## src/rtl/mpow_pkg.sv

```systemverilog
`timescale 1ns / 1ps
// Shared constants and types for the matrix power block.
package mpow_pkg;

	localparam int MAX_SIZE  = 8;
	localparam int IDX_W     = $clog2(MAX_SIZE);
	localparam int SIZE_W    = 4;
	localparam int DATA_W    = 32;
	localparam int PWR_W     = 31;
	localparam int BIT_W     = $clog2(PWR_W);
	localparam int DRAIN_W   = $clog2(MAX_SIZE + 2);
	// drain count at which the last new-column write has landed after the last issue
	localparam logic [DRAIN_W-1:0] DRAIN_LEN = DRAIN_W'(MAX_SIZE + 1);
	localparam logic [SIZE_W-1:0]  SIZE_RST  = SIZE_W'(2);

	typedef logic [MAX_SIZE-1:0][DATA_W-1:0] col_t;

	// row-element token passed along the cell row
	typedef struct packed {
		logic              valid;
		logic              first;
		logic              last;
		logic [IDX_W-1:0]  row;
		logic [IDX_W-1:0]  t;
		logic [DATA_W-1:0] a;
	} token_t;

	typedef struct packed {
		logic              init;
		logic              copy;
		logic              use_base;
		logic              load_we;
		logic [IDX_W-1:0]  load_row;
		logic [IDX_W-1:0]  load_col;
		logic [DATA_W-1:0] load_data;
	} cell_ctl_t;

endpackage

```

## src/rtl/mpow_cell.sv

```systemverilog
`timescale 1ns / 1ps
// One column cell: holds a column of base, accumulator and new product; one MAC.
module mpow_cell (
	input  logic                       clk,
	input  logic                       arst_n,
	input  logic [mpow_pkg::IDX_W-1:0] cell_id,
	input  mpow_pkg::cell_ctl_t        ctl,
	input  mpow_pkg::token_t           tk_in,
	output mpow_pkg::token_t           tk_out,
	output mpow_pkg::col_t             acc_col
);

	mpow_pkg::col_t base_q;
	mpow_pkg::col_t acc_q;
	mpow_pkg::col_t new_q;

	mpow_pkg::token_t              tk_q;
	logic                          v_s1;
	logic                          first_s1;
	logic                          last_s1;
	logic [mpow_pkg::IDX_W-1:0]    row_s1;
	logic [mpow_pkg::DATA_W-1:0]   prod_s1;
	logic [mpow_pkg::DATA_W-1:0]   sum_q;
	logic [mpow_pkg::DATA_W-1:0]   rhs;
	logic [mpow_pkg::DATA_W-1:0]   sum_nxt;

	assign rhs     = ctl.use_base ? base_q[tk_in.t] : acc_q[tk_in.t];
	assign sum_nxt = first_s1 ? prod_s1 : sum_q + prod_s1;
	assign tk_out  = tk_q;
	assign acc_col = acc_q;

	always_ff @(posedge clk or negedge arst_n) begin
		if (!arst_n) begin
			tk_q <= '0;
			v_s1 <= 1'b0;
		end else begin
			tk_q <= tk_in;
			v_s1 <= tk_in.valid;
		end
	end

	always_ff @(posedge clk) begin
		first_s1   <= tk_in.first;
		last_s1    <= tk_in.last;
		row_s1     <= tk_in.row;
		prod_s1    <= tk_in.a * rhs;
		if (v_s1) begin
			sum_q <= sum_nxt;
			if (last_s1)
				new_q[row_s1] <= sum_nxt;
		end
		if (ctl.load_we && ctl.load_col == cell_id)
			base_q[ctl.load_row] <= ctl.load_data;
		if (ctl.init) begin
			for (int r = 0; r < mpow_pkg::MAX_SIZE; r++)
				acc_q[r] <= (mpow_pkg::IDX_W'(r) == cell_id) ? 32'd1 : 32'd0;
		end else if (ctl.copy) begin
			acc_q <= new_q;
		end
	end

endmodule

```

## config.mk

```make
export PLATFORM = sky130hd
export DESIGN_NAME = mpow_cell
export DESIGN_NICKNAME = d
export VERILOG_FILES = /design/src/rtl/mpow_pkg.sv /design/src/rtl/mpow_cell.sv
export SDC_FILE = /design/constraint.sdc
export NUM_CORES = 2
export LEC_CHECK = 0
export ABC_AREA = 1
export BUFFER_PORTS_ARGS = -buffer_cell sky130_fd_sc_hd__buf_4
export CAP_MARGIN = 20
export CORE_AREA = 2 2 413 415
export CTS_CLUSTER_DIAMETER = 150
export DETAILED_ROUTE_END_ITERATION = 16
export DIE_AREA = 0 0 415 417
export SKIP_LAST_GASP = 1
export SLEW_MARGIN = 40
export SYNTH_ARGS = -nofsm -noshare
export SYNTH_HDL_FRONTEND = slang
export SYNTH_SLANG_ARGS = --single-unit
```

## constraint.sdc

```tcl
create_clock -name clk -period 8.5 [get_ports clk]
set_input_delay 1.7 -clock clk [delete_from_list [all_inputs] [get_ports clk]]
set_output_delay 1.7 -clock clk [all_outputs]
set_load 0.01 [all_outputs]
```

==> flow_results.org <==
** Timing
- Hold Violations, Final :: 0
- Number of slew-limit violations in the final report :: 0
- The worst pin sits at a relative slew slack of 44.1%.
- For the final database, setup skew stands at 0.0565 ns.
- Least-Margin Pin Slew :: 0.836 ns
- Setup violations remaining at the end of the flow were counted as 0.
- Of the available clock period, the critical path in the final layout requires 97.7%.
- Final critical delay including setup and external delays :: 8.30 ns
- Max Clock Freq :: 120 MHz

** Global route
- The number of global-route vias before repair was 36,300.
- The layer flagged by global routing as most heavily used is met2.
- Met3 routing resource usage after global routing :: 3.30%
- Entering global routing, the biggest net connects 152 pins.
- Across every metal layer, demand over resource in global routing totals 20.1%.
- Number of antenna violations at the first check in global routing :: 12
- In the global route stage, met2 resource usage came out at 34.6%.
- Wire length of the first global-routing pass :: 252 mm
- In the global route stage, met1 resource usage came out at 24.2%.
- Summed over all layers, the global routing overflow is 0.

** Die
- Count of standard-cell rows :: 151
- Area of the die :: 173,000 um2
- Die Ht :: 417 um
- Core Box Area :: 169,000 um2
- The die is 415 um wide.
- In this run the count of I/O pins placed on the die edge is 385.
- Starting density of the core :: 29.9%

** Drt
- Number of design rule violations left after detail routing :: 0
- The first detailed-routing pass took 6 iterations.
- After detailed routing, the total wire length is 177 mm.
- After the first detailed-routing iteration, the DRC count stood at 3,624.
- Vias per cell :: 4.73
- Via count :: 36,500
- Drt wl/cell :: 22.9 um
- Antenna violation net count after detailed routing :: 0

** Layout
- Excluding fillers, the count of instances in the completed layout stands at 7,727.
- Layout net count :: 6,072
- Commonest non-fill, non-tap cells in the layout :: sky130_fd_sc_hd__inv_1, sky130_fd_sc_hd__edfxtp_1, sky130_fd_sc_hd__nor2_1
- The area growth from synthesis to layout is 23.1%.
- In the final layout, the share of cells above drive strength 1 is 18.7%.
- Leading cell type in the layout, fill and taps excluded :: sky130_fd_sc_hd__inv_1

** Critical path
- CP max FO :: 8
- Setup crit end :: prod_s1[31]
- Startpoint type of the worst setup path :: input pin
- The endpoint identified for the worst register-to-register timing path is prod_s1[31].
- Measured in cells, the most critical reg-to-reg path has a length of 29.
- Stage delay of the slowest cell on the critical path :: 0.61 ns
- The slowest stage of the critical path belongs to the cell sky130_fd_sc_hd__fa_1.
- Critical path required time :: 9.12 ns
- Element type at the critical path end :: flip-flop
- In this design, the critical path's most frequently occurring cell is sky130_fd_sc_hd__fa_1.
- STA puts the critical path data arrival time at 8.92 ns.
- Launch point of the worst path :: tk_in[32]
- The worst setup path is of the in -> reg kind.
- Setup slack of the worst register-to-register path :: 0.91 ns
- In this run the critical register-to-register path is launched from acc_col[53].

** Run
- # Max-Cap Violations :: 0

** Synthesis
- After synthesis, the cell types taking the most area are sky130_fd_sc_hd__edfxtp_1, sky130_fd_sc_hd__fa_1, sky130_fd_sc_hd__inv_1.
- Share of the yosys chip area belonging to registers :: 51.2%
- The most used flip-flop cell after synthesis is sky130_fd_sc_hd__edfxtp_1.
- Each instance of the synthesized netlist takes up on average 10.6 um2.
- For this run, asynchronously set or reset flops after synthesis account for 4.67%.
- Counting every instance in the synthesized netlist gives 4,762.
- In this run, synthesis produced a sequential element count of 878.
- Of all cell types, the one taking the most synthesized area is sky130_fd_sc_hd__edfxtp_1.
- Yosys mapped a number of flops with a built-in enable equal to 800.
- Netlist cell types :: 49
- Synthesized net count :: 5,413
- Share of the synthesized area in the top cell type :: 47.7%
- Total number of yosys warnings :: 0
- The synthesized netlist occupies a cell area of 50,400 um2.

** CTS
- H-tree level count :: 3
- After clock tree synthesis, the clock-pin slew on the worst setup and hold paths is 0.07 ns.
- The tree is rooted in a sky130_fd_sc_hd__clkbuf_16.
- CTS tree :: yes
- The longest clock path from root to sink contains 3 buffers.
- Number of buffers inserted for hold repair after clock tree synthesis :: 0
- Number of buffers created by CTS :: 95
- Clock Latency Late Sink :: 0.75 ns
- Count of clock tree sinks :: 878

** Placed design
- In this run the tool buffered the top-level ports with 384 buffer cells.
- Half-perimeter wire length after detailed placement :: 133 mm
- Final GP Congestion :: 1.07
- Counting tap cells, the placed design contains a total of 7,522 instances.

** Status
- Status :: finished, final reports clean

** Worst hold path
- Class of the tightest hold or removal check :: reg -> reg
- Cell depth of the worst hold path :: 2
cell families after synthesis:
group	synth area share [%]
compound gates	5.48
xor+xnor	0.845
fa+ha+maj	20.1
buf+inv	8.58
flops	51.2
simple gates	13.8
synthesized netlist by cell type, types with 11 or more instances:
master,instances
sky130_fd_sc_hd__inv_1,830
sky130_fd_sc_hd__nand3_1,179
sky130_fd_sc_hd__o21ai_1,106
sky130_fd_sc_hd__o21ai_0,146
sky130_fd_sc_hd__o211ai_1,73
sky130_fd_sc_hd__buf_2,37
sky130_fd_sc_hd__clkbuf_1,102
sky130_fd_sc_hd__buf_4,17
sky130_fd_sc_hd__or2_2,20
sky130_fd_sc_hd__dfrtp_1,41
sky130_fd_sc_hd__nand2_2,11
sky130_fd_sc_hd__buf_6,33
sky130_fd_sc_hd__nand3b_1,12
sky130_fd_sc_hd__ha_1,154
sky130_fd_sc_hd__xor2_1,27
sky130_fd_sc_hd__edfxtp_1,800
sky130_fd_sc_hd__dfxtp_1,37
sky130_fd_sc_hd__xnor2_1,16
sky130_fd_sc_hd__nand2_1,695
sky130_fd_sc_hd__a21oi_1,89
sky130_fd_sc_hd__nor2_1,814
sky130_fd_sc_hd__o221ai_1,23
sky130_fd_sc_hd__clkinv_1,20
sky130_fd_sc_hd__fa_1,409
worst min path at each step:
stage / from / endpoint
after CTS: new_q[114] / acc_col[114]
after detailed placement: new_q[59] / acc_col[59]
after global routing: new_q[207] / acc_col[207]
after global placement: new_q[242] / acc_col[242]
final: new_q[48] / acc_col[48]
after floorplan: new_q[0] / acc_col[0]
area by class of cell:
class                   count  area [um2]
diodes                      7        17.5
clock buffers             122        2520
clock inverters            56         647
fillers                 16600      107000
inverters                 856        3250
multi-input cells        2833       20600
flip-flops and latches    878       25800
well taps                2218        2780
repair buffers            757        6350
worst max-delay path: cells and delay by family:
kind            cells  cell delay [ns]
compound gates      5             0.69
fa+ha+maj           9             4.44
buf+inv             9             1.08
simple gates        8             0.97
metal layers:
metal | vias up | share of wire [%]
li1 | 16500 | -
met1 | 18200 | 38
met2 | 1419 | 50
met3 | 385 | 6.3
met4 | 8 | 5.7
met5 | - | 0.033
repair_timing:
item / CTS / global route
hold endpoints to repair: 0 / 0
endpoints found under the setup margin: 0 / 10
resized for setup: 0 / 80
setup buffers: 0 / 13
through the flow:
| step | area, um2 | hold slack (ns) | setup slack, ns | util [%] | TNS, ns |
|---|---|---|---|---|---|
| after floorplan | 50400 | 0.500 | -0.0559 | - | -0.0929 |
| after global placement | 58200 | 0.506 | -0.662 | 34.5 | -5.64 |
| after detailed placement | 58200 | 0.515 | -0.648 | 34.5 | -6.45 |
| after CTS | 61400 | 0.509 | 0.0761 | 36.4 | 0 |
| after global routing | 62000 | 0.525 | -0.0279 | 36.8 | -0.0279 |
| final | 62000 | 0.515 | 0.197 | 36.8 | 0 |
registers in the layout (all words and copies together) (netlist names):
register  cells
row_s1        3
last_s1       1
tk_out       40
v_s1          1
new_q       256
acc_col     256
prod_s1      32
sum_q        32
base_q      256
first_s1      1
Power is not shown: default switching activity piles up to over one toggle a cycle in this logic, so the estimate is an artifact.
